[config.mk]
export PLATFORM = sky130hd
export DESIGN_NAME = centroid_to_unit_vector
export DESIGN_NICKNAME = d
export VERILOG_FILES = /design/src/sv/c2uv_pkg.sv /design/src/sv/c2uv_ctrl.sv /design/src/sv/c2uv_datapath.sv /design/src/sv/centroid_to_unit_vector.sv
export SDC_FILE = /design/constraint.sdc
export NUM_CORES = 2
export LEC_CHECK = 0
export ABC_CLOCK_PERIOD_IN_PS = 8300
export BUFFER_PORTS_ARGS = -buffer_cell sky130_fd_sc_hd__buf_4
export CORE_AREA = 2 2 314 316
export CTS_BUF_LIST = sky130_fd_sc_hd__clkbuf_2
export CTS_CLUSTER_DIAMETER = 50
export CTS_CLUSTER_SIZE = 30
export DETAILED_ROUTE_END_ITERATION = 7
export DIE_AREA = 0 0 316 318
export PLACE_DENSITY = 0.66
export REMOVE_ABC_BUFFERS = 1
export SLEW_MARGIN = 0
export SYNTH_ARGS = -nofsm -noshare
export SYNTH_HDL_FRONTEND = slang
export SYNTH_SLANG_ARGS = --single-unit
export TNS_END_PERCENT = 5
[constraint.sdc]
create_clock -name clock -period 8.3 [get_ports clock]
set_input_delay 0 -clock clock [delete_from_list [all_inputs] [get_ports clock]]
set_output_delay 0 -clock clock [all_outputs]
set_load 0.01 [all_outputs]
[src/sv/c2uv_pkg.sv]
// shared types, widths and constants for the centroid to unit vector block
`timescale 1ns / 1ps
`default_nettype none

package c2uv_pkg;

   // frame indexing
   localparam int MAX_STARS   = 1024;
   localparam int CNT_W       = $clog2(MAX_STARS);
   localparam int STAR_IDX_W  = 10;

   // field widths
   localparam int CENT_W      = 17;
   localparam int FOCAL_W     = 20;
   localparam int SIZE_W      = 14;
   localparam int UNIT_W      = 16;
   localparam int UNIT_Z_W    = 15;
   localparam int CSR_IDX_W   = 2;
   localparam int CSR_DATA_W  = 20;

   // fixed-point scaling
   localparam int OUT_FRAC_BITS = 15;
   localparam int NORM_EXTRA    = 11;

   // datapath widths
   localparam int DIFF_W      = CENT_W + 2;
   localparam int MAG_W       = FOCAL_W;
   localparam int PROD_W      = 2 * MAG_W;
   localparam int SUMSQ_W     = PROD_W + 1;
   localparam int RAD_W       = 64;
   localparam int ROOT_W      = RAD_W / 2;
   localparam int ROOT_STEPS  = ROOT_W;
   localparam int RREM_W      = ROOT_W + 2;
   localparam int NUM_SHIFT   = OUT_FRAC_BITS + NORM_EXTRA + 1;
   localparam int NUM_W       = MAG_W + NUM_SHIFT + 1;
   localparam int Q_W         = OUT_FRAC_BITS + 2;
   localparam int DEN_W       = ROOT_W + 1;
   localparam int DREM_W      = DEN_W + 1;
   localparam int STEP_W      = $clog2(ROOT_STEPS);
   localparam int LANES       = 3;

   // saturation limits
   localparam logic [Q_W-1:0] POS_LIMIT = Q_W'((1 << (UNIT_W - 1)) - 1);
   localparam logic [Q_W-1:0] NEG_LIMIT = Q_W'(1 << (UNIT_W - 1));
   localparam logic [Q_W-1:0] Z_LIMIT   = Q_W'((1 << UNIT_Z_W) - 1);

   // lane numbers
   localparam logic [1:0] LANE_X = 2'd0;
   localparam logic [1:0] LANE_Y = 2'd1;
   localparam logic [1:0] LANE_Z = 2'd2;

   // register indexes
   typedef enum logic [CSR_IDX_W-1:0] {
      CSR_FOCAL_LENGTH = 2'd0,
      CSR_IMAGE_WIDTH  = 2'd1,
      CSR_IMAGE_HEIGHT = 2'd2
   } csr_index_type;

   // result status codes
   typedef enum logic [1:0] {
      STAT_OK        = 2'd0,
      STAT_BAD_SIZE  = 2'd1,
      STAT_ZERO_NORM = 2'd2
   } status_type;

   // controller states
   typedef enum logic [2:0] {
      CS_IDLE,
      CS_SQUARE,
      CS_CHECK,
      CS_ROOT,
      CS_PREP,
      CS_DIVIDE,
      CS_DONE
   } ctrl_state_type;

   // configuration seen by the datapath
   typedef struct packed {
      logic [FOCAL_W-1:0] focal_length;
      logic [SIZE_W-1:0]  image_width;
      logic [SIZE_W-1:0]  image_height;
   } cfg_type;

   // commands from controller to datapath
   typedef struct packed {
      logic       load;
      logic       sq_mul;
      logic [1:0] sq_sel;
      logic       sq_acc;
      logic       root_init;
      logic       root_step;
      logic       div_init;
      logic       div_step;
      logic       out_load;
   } dp_cmd_type;

   // status from datapath to controller
   typedef struct packed {
      logic bad_size;
      logic zero_norm;
      logic out_free;
   } dp_stat_type;

endpackage

`default_nettype wire

[src/sv/c2uv_ctrl.sv]
// sequencing state machine for the centroid to unit vector block
`timescale 1ns / 1ps
`default_nettype none

module c2uv_ctrl
   import c2uv_pkg::*;
(
   input  wire logic        clock,
   input  wire logic        reset,
   input  wire logic        req_valid,
   output      logic        req_stall,
   input  wire dp_stat_type stat,
   output      dp_cmd_type  cmd
);

   ctrl_state_type      state_ff, state_in;
   logic [STEP_W-1:0]   step_ff, step_in;

   // state and step counter registers
   always_ff @(posedge clock) begin
      if (reset) begin
         state_ff <= CS_IDLE;
         step_ff  <= '0;
      end else begin
         state_ff <= state_in;
         step_ff  <= step_in;
      end
   end

   // next state
   always_comb begin
      state_in = state_ff;
      step_in  = step_ff;
      unique case (state_ff)
         CS_IDLE: begin
            if (req_valid) begin
               state_in = CS_SQUARE;
               step_in  = '0;
            end
         end
         CS_SQUARE: begin
            if (step_ff == STEP_W'(LANES)) begin
               state_in = CS_CHECK;
               step_in  = '0;
            end else begin
               step_in = step_ff + 1'b1;
            end
         end
         CS_CHECK: begin
            if (stat.bad_size || stat.zero_norm) begin
               state_in = CS_DONE;
            end else begin
               state_in = CS_ROOT;
               step_in  = '0;
            end
         end
         CS_ROOT: begin
            if (step_ff == STEP_W'(ROOT_STEPS - 1)) begin
               state_in = CS_PREP;
               step_in  = '0;
            end else begin
               step_in = step_ff + 1'b1;
            end
         end
         CS_PREP: begin
            state_in = CS_DIVIDE;
            step_in  = '0;
         end
         CS_DIVIDE: begin
            if (step_ff == STEP_W'(Q_W - 1)) begin
               state_in = CS_DONE;
               step_in  = '0;
            end else begin
               step_in = step_ff + 1'b1;
            end
         end
         CS_DONE: begin
            if (stat.out_free) begin
               state_in = CS_IDLE;
            end
         end
         default: begin
            state_in = CS_IDLE;
            step_in  = '0;
         end
      endcase
   end

   // command outputs
   always_comb begin
      cmd       = '0;
      req_stall = (state_ff != CS_IDLE);
      unique case (state_ff)
         CS_IDLE: begin
            cmd.load = req_valid;
         end
         CS_SQUARE: begin
            cmd.sq_mul = (step_ff < STEP_W'(LANES));
            cmd.sq_sel = step_ff[1:0];
            cmd.sq_acc = (step_ff != '0);
         end
         CS_CHECK: begin
            cmd.root_init = 1'b1;
         end
         CS_ROOT: begin
            cmd.root_step = 1'b1;
         end
         CS_PREP: begin
            cmd.div_init = 1'b1;
         end
         CS_DIVIDE: begin
            cmd.div_step = 1'b1;
         end
         CS_DONE: begin
            cmd.out_load = stat.out_free;
         end
         default: begin
            cmd = '0;
         end
      endcase
   end

endmodule

`default_nettype wire

[src/sv/c2uv_datapath.sv]
// arithmetic datapath: offsets, sum of squares, square root, dividers, result register
`timescale 1ns / 1ps
`default_nettype none

module c2uv_datapath
   import c2uv_pkg::*;
(
   input  wire logic                   clock,
   input  wire logic                   reset,
   input  wire cfg_type                cfg,
   input  wire logic [CENT_W-1:0]      req_centroid_x,
   input  wire logic [CENT_W-1:0]      req_centroid_y,
   input  wire logic                   req_frame_start,
   input  wire dp_cmd_type             cmd,
   output      dp_stat_type            stat,
   output      logic                   rsp_valid,
   input  wire logic                   rsp_stall,
   output      logic [STAR_IDX_W-1:0]  rsp_star_index,
   output      logic [UNIT_W-1:0]      rsp_unit_x,
   output      logic [UNIT_W-1:0]      rsp_unit_y,
   output      logic [UNIT_Z_W-1:0]    rsp_unit_z,
   output      logic [1:0]             rsp_status
);

   // per-item state
   logic [CNT_W-1:0]   cnt_ff, cnt_in;
   logic [CNT_W-1:0]   idx_ff;
   logic [MAG_W-1:0]   mag_ff [LANES];
   logic               neg_x_ff, neg_y_ff;
   logic               bad_size_ff;
   logic [PROD_W-1:0]  prod_ff;
   logic [SUMSQ_W-1:0] acc_ff;

   // square root state
   logic [RAD_W-1:0]   rad_ff;
   logic [ROOT_W-1:0]  root_ff;
   logic [RREM_W-1:0]  rrem_ff;

   // divider lanes
   logic [DEN_W-1:0]   den_ff;
   logic [DEN_W-1:0]   drem_ff [LANES];
   logic [Q_W-1:0]     quo_ff  [LANES];

   // result register
   logic                  out_valid_ff;
   logic [STAR_IDX_W-1:0] out_idx_ff;
   logic [UNIT_W-1:0]     out_x_ff, out_y_ff;
   logic [UNIT_Z_W-1:0]   out_z_ff;
   status_type            out_status_ff;

   // offsets from the image centre
   logic [DIFF_W-1:0] diff_x, diff_y, negd_x, negd_y;
   logic [CNT_W-1:0]  base_idx;

   always_comb begin
      diff_x   = DIFF_W'(req_centroid_x) - DIFF_W'({cfg.image_width, 3'b000});
      diff_y   = DIFF_W'({cfg.image_height, 3'b000}) - DIFF_W'(req_centroid_y);
      negd_x   = ~diff_x + 1'b1;
      negd_y   = ~diff_y + 1'b1;
      base_idx = req_frame_start ? '0 : cnt_ff;
      cnt_in   = (base_idx == CNT_W'(MAX_STARS - 1)) ? '0 : base_idx + 1'b1;
   end

   // squarer operand select
   logic [MAG_W-1:0] sq_op;

   always_comb begin
      unique case (cmd.sq_sel)
         LANE_X:  sq_op = mag_ff[0];
         LANE_Y:  sq_op = mag_ff[1];
         LANE_Z:  sq_op = mag_ff[2];
         default: sq_op = '0;
      endcase
   end

   // square root step: two radicand bits per cycle
   logic [RREM_W+1:0] rrem_sh, rtrial;
   logic              rfit;

   always_comb begin
      rrem_sh = {rrem_ff, rad_ff[RAD_W-1 -: 2]};
      rtrial  = (RREM_W+2)'({root_ff, 2'b01});
      rfit    = (rrem_sh >= rtrial);
   end

   // divider numerators for the load step
   logic [NUM_W-1:0] num [LANES];

   always_comb begin
      for (int i = 0; i < LANES; i++) begin
         num[i] = (NUM_W'(mag_ff[i]) << NUM_SHIFT) + NUM_W'(root_ff);
      end
   end

   // restoring divide step on each lane
   logic [DREM_W-1:0] dtrial [LANES];
   logic              dfit   [LANES];

   always_comb begin
      for (int i = 0; i < LANES; i++) begin
         dtrial[i] = {drem_ff[i], quo_ff[i][Q_W-1]};
         dfit[i]   = (dtrial[i] >= DREM_W'(den_ff));
      end
   end

   // load, square and accumulate
   always_ff @(posedge clock) begin
      if (reset) begin
         cnt_ff <= '0;
      end else if (cmd.load) begin
         cnt_ff <= cnt_in;
      end
      if (cmd.load) begin
         idx_ff      <= base_idx;
         mag_ff[0]   <= MAG_W'(diff_x[DIFF_W-1] ? negd_x[CENT_W-1:0] : diff_x[CENT_W-1:0]);
         mag_ff[1]   <= MAG_W'(diff_y[DIFF_W-1] ? negd_y[CENT_W-1:0] : diff_y[CENT_W-1:0]);
         mag_ff[2]   <= cfg.focal_length;
         neg_x_ff    <= diff_x[DIFF_W-1];
         neg_y_ff    <= diff_y[DIFF_W-1];
         bad_size_ff <= (cfg.image_width == '0) || (cfg.image_height == '0);
         acc_ff      <= '0;
      end else if (cmd.sq_acc) begin
         acc_ff <= acc_ff + SUMSQ_W'(prod_ff);
      end
      if (cmd.sq_mul) begin
         prod_ff <= sq_op * sq_op;
      end
   end

   // square root iterations
   always_ff @(posedge clock) begin
      if (cmd.root_init) begin
         rad_ff  <= RAD_W'(acc_ff) << (2 * NORM_EXTRA);
         root_ff <= '0;
         rrem_ff <= '0;
      end else if (cmd.root_step) begin
         rad_ff <= {rad_ff[RAD_W-3:0], 2'b00};
         if (rfit) begin
            rrem_ff <= RREM_W'(rrem_sh - rtrial);
            root_ff <= {root_ff[ROOT_W-2:0], 1'b1};
         end else begin
            rrem_ff <= RREM_W'(rrem_sh);
            root_ff <= {root_ff[ROOT_W-2:0], 1'b0};
         end
      end
   end

   // three divider lanes share one denominator, quotient bits shift in from the right
   always_ff @(posedge clock) begin
      if (cmd.div_init) begin
         den_ff <= {root_ff, 1'b0};
         for (int i = 0; i < LANES; i++) begin
            drem_ff[i] <= DEN_W'(num[i][NUM_W-1:Q_W]);
            quo_ff[i]  <= num[i][Q_W-1:0];
         end
      end else if (cmd.div_step) begin
         for (int i = 0; i < LANES; i++) begin
            if (dfit[i]) begin
               drem_ff[i] <= DEN_W'(dtrial[i] - DREM_W'(den_ff));
               quo_ff[i]  <= {quo_ff[i][Q_W-2:0], 1'b1};
            end else begin
               drem_ff[i] <= DEN_W'(dtrial[i]);
               quo_ff[i]  <= {quo_ff[i][Q_W-2:0], 1'b0};
            end
         end
      end
   end

   // rounding done by the numerator offset, here saturation, sign, status and zeroing of dropped items
   logic [Q_W-1:0]      sat_x, sat_y, sat_z;
   logic [UNIT_W-1:0]   unit_x, unit_y;
   logic [UNIT_Z_W-1:0] unit_z;
   status_type          status;

   always_comb begin
      sat_x = neg_x_ff ? ((quo_ff[0] > NEG_LIMIT) ? NEG_LIMIT : quo_ff[0])
                       : ((quo_ff[0] > POS_LIMIT) ? POS_LIMIT : quo_ff[0]);
      sat_y = neg_y_ff ? ((quo_ff[1] > NEG_LIMIT) ? NEG_LIMIT : quo_ff[1])
                       : ((quo_ff[1] > POS_LIMIT) ? POS_LIMIT : quo_ff[1]);
      sat_z = (quo_ff[2] > Z_LIMIT) ? Z_LIMIT : quo_ff[2];
      unit_x = neg_x_ff ? UNIT_W'(~sat_x + 1'b1) : UNIT_W'(sat_x);
      unit_y = neg_y_ff ? UNIT_W'(~sat_y + 1'b1) : UNIT_W'(sat_y);
      unit_z = UNIT_Z_W'(sat_z);
      priority if (bad_size_ff) begin
         status = STAT_BAD_SIZE;
      end else if (acc_ff == '0) begin
         status = STAT_ZERO_NORM;
      end else begin
         status = STAT_OK;
      end
      if (status != STAT_OK) begin
         unit_x = '0;
         unit_y = '0;
         unit_z = '0;
      end
   end

   // result register, refilled as soon as the current beat leaves
   always_ff @(posedge clock) begin
      if (reset) begin
         out_valid_ff <= 1'b0;
      end else if (cmd.out_load) begin
         out_valid_ff <= 1'b1;
      end else if (!rsp_stall) begin
         out_valid_ff <= 1'b0;
      end
      if (cmd.out_load) begin
         out_idx_ff    <= STAR_IDX_W'(idx_ff);
         out_x_ff      <= unit_x;
         out_y_ff      <= unit_y;
         out_z_ff      <= unit_z;
         out_status_ff <= status;
      end
   end

   assign stat.bad_size  = bad_size_ff;
   assign stat.zero_norm = (acc_ff == '0);
   assign stat.out_free  = !out_valid_ff || !rsp_stall;

   assign rsp_valid      = out_valid_ff;
   assign rsp_star_index = out_idx_ff;
   assign rsp_unit_x     = out_x_ff;
   assign rsp_unit_y     = out_y_ff;
   assign rsp_unit_z     = out_z_ff;
   assign rsp_status     = out_status_ff;

   // a waiting beat is never overwritten
   a_no_overwrite: assert property (@(posedge clock) disable iff (reset)
      cmd.out_load |-> !(out_valid_ff && rsp_stall))
      else $error("result register overwritten while stalled");

   // a dropped item carries no vector
   a_dropped_zero: assert property (@(posedge clock) disable iff (reset)
      (out_valid_ff && (out_status_ff != STAT_OK))
         |-> (out_x_ff == '0 && out_y_ff == '0 && out_z_ff == '0))
      else $error("dropped item carries a nonzero vector");

   // frame start restarts the index at zero
   a_frame_restart: assert property (@(posedge clock) disable iff (reset)
      (cmd.load && req_frame_start) |=> (idx_ff == '0 && cnt_ff == CNT_W'(1)))
      else $error("frame start did not restart the index");

endmodule

`default_nettype wire

[src/sv/centroid_to_unit_vector.sv]
// top level: configuration registers, controller and datapath
//
// Turns one star centroid (Q13.4 pixels) per beat into a camera-frame unit vector, x and y in Q1.15
// and z in unsigned Q0.15, relative to the image centre, y up, z the focal length, plus a per-frame
// star index and a status code. One item is processed at a time: a valid item goes through load,
// the shared squarer, the check, the bit-serial square root, divider setup, the three parallel
// restoring dividers and hand-off to the result register; an item flagged for invalid image size
// or zero norm goes from the check straight to hand-off. The result register lets the next
// item be accepted while the previous result is still waiting on rsp_stall. Configuration
// registers reset to zero and should be written while no item is in flight.
`timescale 1ns / 1ps
`default_nettype none

module centroid_to_unit_vector
   import c2uv_pkg::*;
(
   input  wire logic                   clock,
   input  wire logic                   reset,
   input  wire logic                   csr_write_enable,
   input  wire logic [CSR_IDX_W-1:0]   csr_index,
   input  wire logic [CSR_DATA_W-1:0]  csr_write_data,
   input  wire logic                   req_valid,
   output      logic                   req_stall,
   input  wire logic [CENT_W-1:0]      req_centroid_x,
   input  wire logic [CENT_W-1:0]      req_centroid_y,
   input  wire logic                   req_frame_start,
   output      logic                   rsp_valid,
   input  wire logic                   rsp_stall,
   output      logic [STAR_IDX_W-1:0]  rsp_star_index,
   output      logic [UNIT_W-1:0]      rsp_unit_x,
   output      logic [UNIT_W-1:0]      rsp_unit_y,
   output      logic [UNIT_Z_W-1:0]    rsp_unit_z,
   output      logic [1:0]             rsp_status
);

   cfg_type     cfg_ff;
   dp_cmd_type  cmd;
   dp_stat_type stat;

   // configuration registers, writes to unknown indexes are ignored
   always_ff @(posedge clock) begin
      if (reset) begin
         cfg_ff <= '0;
      end else if (csr_write_enable) begin
         unique case (csr_index)
            CSR_FOCAL_LENGTH: cfg_ff.focal_length <= FOCAL_W'(csr_write_data);
            CSR_IMAGE_WIDTH:  cfg_ff.image_width  <= SIZE_W'(csr_write_data);
            CSR_IMAGE_HEIGHT: cfg_ff.image_height <= SIZE_W'(csr_write_data);
            default: begin
               cfg_ff <= cfg_ff;
            end
         endcase
      end
   end

   // sequencer
   c2uv_ctrl u_ctrl (
      .clock     (clock),
      .reset     (reset),
      .req_valid (req_valid),
      .req_stall (req_stall),
      .stat      (stat),
      .cmd       (cmd)
   );

   // arithmetic
   c2uv_datapath u_datapath (
      .clock           (clock),
      .reset           (reset),
      .cfg             (cfg_ff),
      .req_centroid_x  (req_centroid_x),
      .req_centroid_y  (req_centroid_y),
      .req_frame_start (req_frame_start),
      .cmd             (cmd),
      .stat            (stat),
      .rsp_valid       (rsp_valid),
      .rsp_stall       (rsp_stall),
      .rsp_star_index  (rsp_star_index),
      .rsp_unit_x      (rsp_unit_x),
      .rsp_unit_y      (rsp_unit_y),
      .rsp_unit_z      (rsp_unit_z),
      .rsp_status      (rsp_status)
   );

endmodule

`default_nettype wire

==> flow_summary.yaml <==
status:
  status: "finished clean"
logic_synthesis:
  ys_ff_latch: 563
  async_flop_share: 0
  synth.distinct_cells: 89
  ys.flop_type: "edfxtp_1"
  synth_edf_count: 387
  yosys-top-cells-count: "593 x nand2_1, 552 x inv_1, 388 x nor2_1"
  synth_area_leaders: "edfxtp_1 25%, fa_1 12%, ha_1 9.9%"
  syn_avg_cell_area_um2: 9.169
  synth_top_area_share: 0.2508
  yosysWarnings: 0
  synth.cell_area_um2: 46340
  seq_area_frac_synth: 0.3268
  synth_top_area_cell: "edfxtp_1"
  synth_cells: 5054
  synth.most_common_cell: "nand2_1"
clock_network:
  cts.path.max_buffers: 3
  path_clk_slew_ns: 0.29
  cts_sinks: 563
  cts_tree: "built"
  cts_buffers: 69
  cts.htree.levels: 3
  cts_root_buffer: "clkbuf_2"
  clock_latency_ns: 1.37
critical_path:
  crit_fanout: 8
  critPathLaunch: "u_ctrl.state_ff[1]"
  crit_slowest_cell: "fa_1"
  critical_path_class: "reg2reg"
  worstPathArrival_ns: 9.20
  end_kind: "flip-flop"
  critPathLaunchType: "flip-flop"
  cpPeakStageDelay_ns: 0.55
  cp.required_ns: 9.38
  r2r-start: "u_ctrl.state_ff[1]"
  crit_top_cell: "fa_1"
floorplanning:
  core_um2: 97410
  die_width_um: 316
  die_h_um: 318
  row_count: 115
  io_pins: 123
  start_util: 0.4757
  die_area_um2: 100500
timing:
  period_share: 0.9789
  finalClockSkew_ns: 0.2417
  min_period_ns: 8.125
  hold_ws_ns: 0.1144
  slew_viol_final: 0
  setup_viol: 0
  fmax_mhz: 123.1
  worstMarginPinSlew_ns: 1.110
  final-hold-violation-count: 0
  maxSlewHeadroom: 0.2598
  fin_ws_ns: 0.1748
global_route:
  globalRouteOverflowTotal: 0
  grtUsageTotal: 0.2590
  grt_pass1_wl_um: 206200
  antenna_found_initial: 7
  grt_max_degree: 93
  grt_pass1_vias: 37810
placement:
  gp_congestion: 0.9823
  place_ws_ns: 0.06391
  post-dp-hpwl_um: 96170
  numPortBuffers: 122
drt:
  num_vias: 38730
  routedWlPerCell_um: 19.46
  drt_iter0_drc: 3195
  drtAntennaViolNets: 0
  routed_wl_um: 131200
  drcViolationCount: 0
  firstDrtPassIters: 6
  vias_per_cell: 5.744
final_layout:
  nets: 6108
  seqCellArea_um2: 15150
  layout-drive-gt1-share: 0.1022
  fillers: 8676
  final_util: 0.5424
  multiInputGateArea_um2: 28710
  syn_to_final_growth_pct: 14.02
hold_path:
  min_from: "req_centroid_y[2]"
  hp-class: "in2reg"
run:
  max_cap_viol_count: 0
-- area by class of cell --
cell class                      instances  area share
Multi-Input combinational cell       3724      0.5435
Sequential cell                       563      0.2867
Timing Repair Buffer                  476     0.07985
Inverter                              559     0.03997
Tap cell                             1287     0.03048
Clock inverter                         54     0.01222
Clock buffer                           74    0.007010
Antenna cell                            6   0.0002842
-- timing repair --
action / 4_1_cts / 5_1_grt
endpoints found under the setup margin: 1 / 15
gates resized for setup: 3 / 95
endpoints found under the hold margin: 202 / 0
hold buffers: 221 / 0
pin swaps: 0 / 32
setup buffers: 1 / 17
cloned: 0 / 3
-- stage by stage --
step	TNS (ns)	cell area, um^2	instances
floorplan	-32.60	45540	4846
global placement	0	49030	6367
detailed placement	0	49030	6367
CTS	0	52290	6717
global route	-0.1586	52830	6741
finish	0	52840	6743
-- state kept, by name (all words and copies together) (netlist names) --
signal,count
u_datapath.rsp_unit_z,15
u_datapath.quo_ff,51
u_datapath.rsp_status,2
u_datapath.neg_x_ff,1
u_datapath.prod_ff,39
u_datapath.root_ff,32
u_datapath.drem_ff,99
u_datapath.rsp_valid,1
u_datapath.cnt_ff,10
u_datapath.rrem_ff,34
u_datapath.rsp_unit_x,16
u_datapath.bad_size_ff,1
u_datapath.neg_y_ff,1
u_ctrl.step_ff,5
u_datapath.rsp_star_index,10
u_datapath.den_ff,32
u_datapath.rsp_unit_y,16
u_datapath.mag_ff,54
u_ctrl.state_ff,3
u_datapath.acc_ff,41
cfg_ff,48
u_datapath.idx_ff,10
u_datapath.rad_ff,42
-- worst max-delay path: cells and delay by family (launching register included) --
kind | cells | cell delay, ns
xor+xnor | 1 | 0.07
simple gates | 4 | 1.03
compound gates | 7 | 1.40
flops | 1 | 0.41
buf+inv | 10 | 1.20
fa+ha+maj | 8 | 3.76
-- layout by cell type, fill, tap and decap left out, types with 34 or more instances in the layout --
cell type,instances
nand2_1,588
nand4_1,50
buf_4,243
clkbuf_2,74
dfxtp_1,172
mux2i_1,34
o21bai_1,36
ha_1,360
xnor2_1,195
nand2b_1,36
and3_1,38
xor2_1,102
nor2_1,370
o21ai_0,229
edfxtp_1,387
mux2_2,43
a31oi_1,46
nor2b_1,43
fa_1,284
dlygate4sd3_1,220
a21oi_1,362
nand3_1,133
a21o_1,143
a211oi_1,50
o31ai_1,37
inv_1,544
nor3_1,75
-- metal layers --
| metal | share of wire | track usage |
|---|---|---|
| met3 | 0.066 | 0.03887 |
| met5 | 0.000099 | 0 |
| met2 | 0.48 | 0.4246 |
| met1 | 0.41 | 0.3352 |
| met4 | 0.050 | 0.1224 |
-- final timing paths --
kind / to / slack [ns] / cells after the start
worst max-delay path: u_datapath.prod_ff[38] / 0.17 / 30
worst min-delay path: u_datapath.mag_ff[0][26] / 0.11 / 6
worst max register to register: u_datapath.prod_ff[38] / 0.17 / 30
worst min register to register: u_datapath.rsp_star_index[7] / 0.44 / 0
-- kinds of logic (layout without fill, tap and decap cells) --
| group | Yosys count | after routing | synth area share |
|---|---|---|---|
| AOI/OAI and AO/OA | 1188 | 1188 | 0.1657 |
| xor gates and xnor gates | 298 | 298 | 0.05633 |
| adders and majority gates | 655 | 655 | 0.2231 |
| buffers and inverters | 767 | 1163 | 0.06259 |
| DFF | 563 | 563 | 0.3268 |
| muxes | 77 | 77 | 0.01779 |
| other | 0 | 6 | 0 |
| and+or+nand+nor | 1506 | 1506 | 0.1476 |
Power is left out: the tool's default activity adds up to more than one toggle a clock period on the data nets, which glitch-free logic cannot reach.
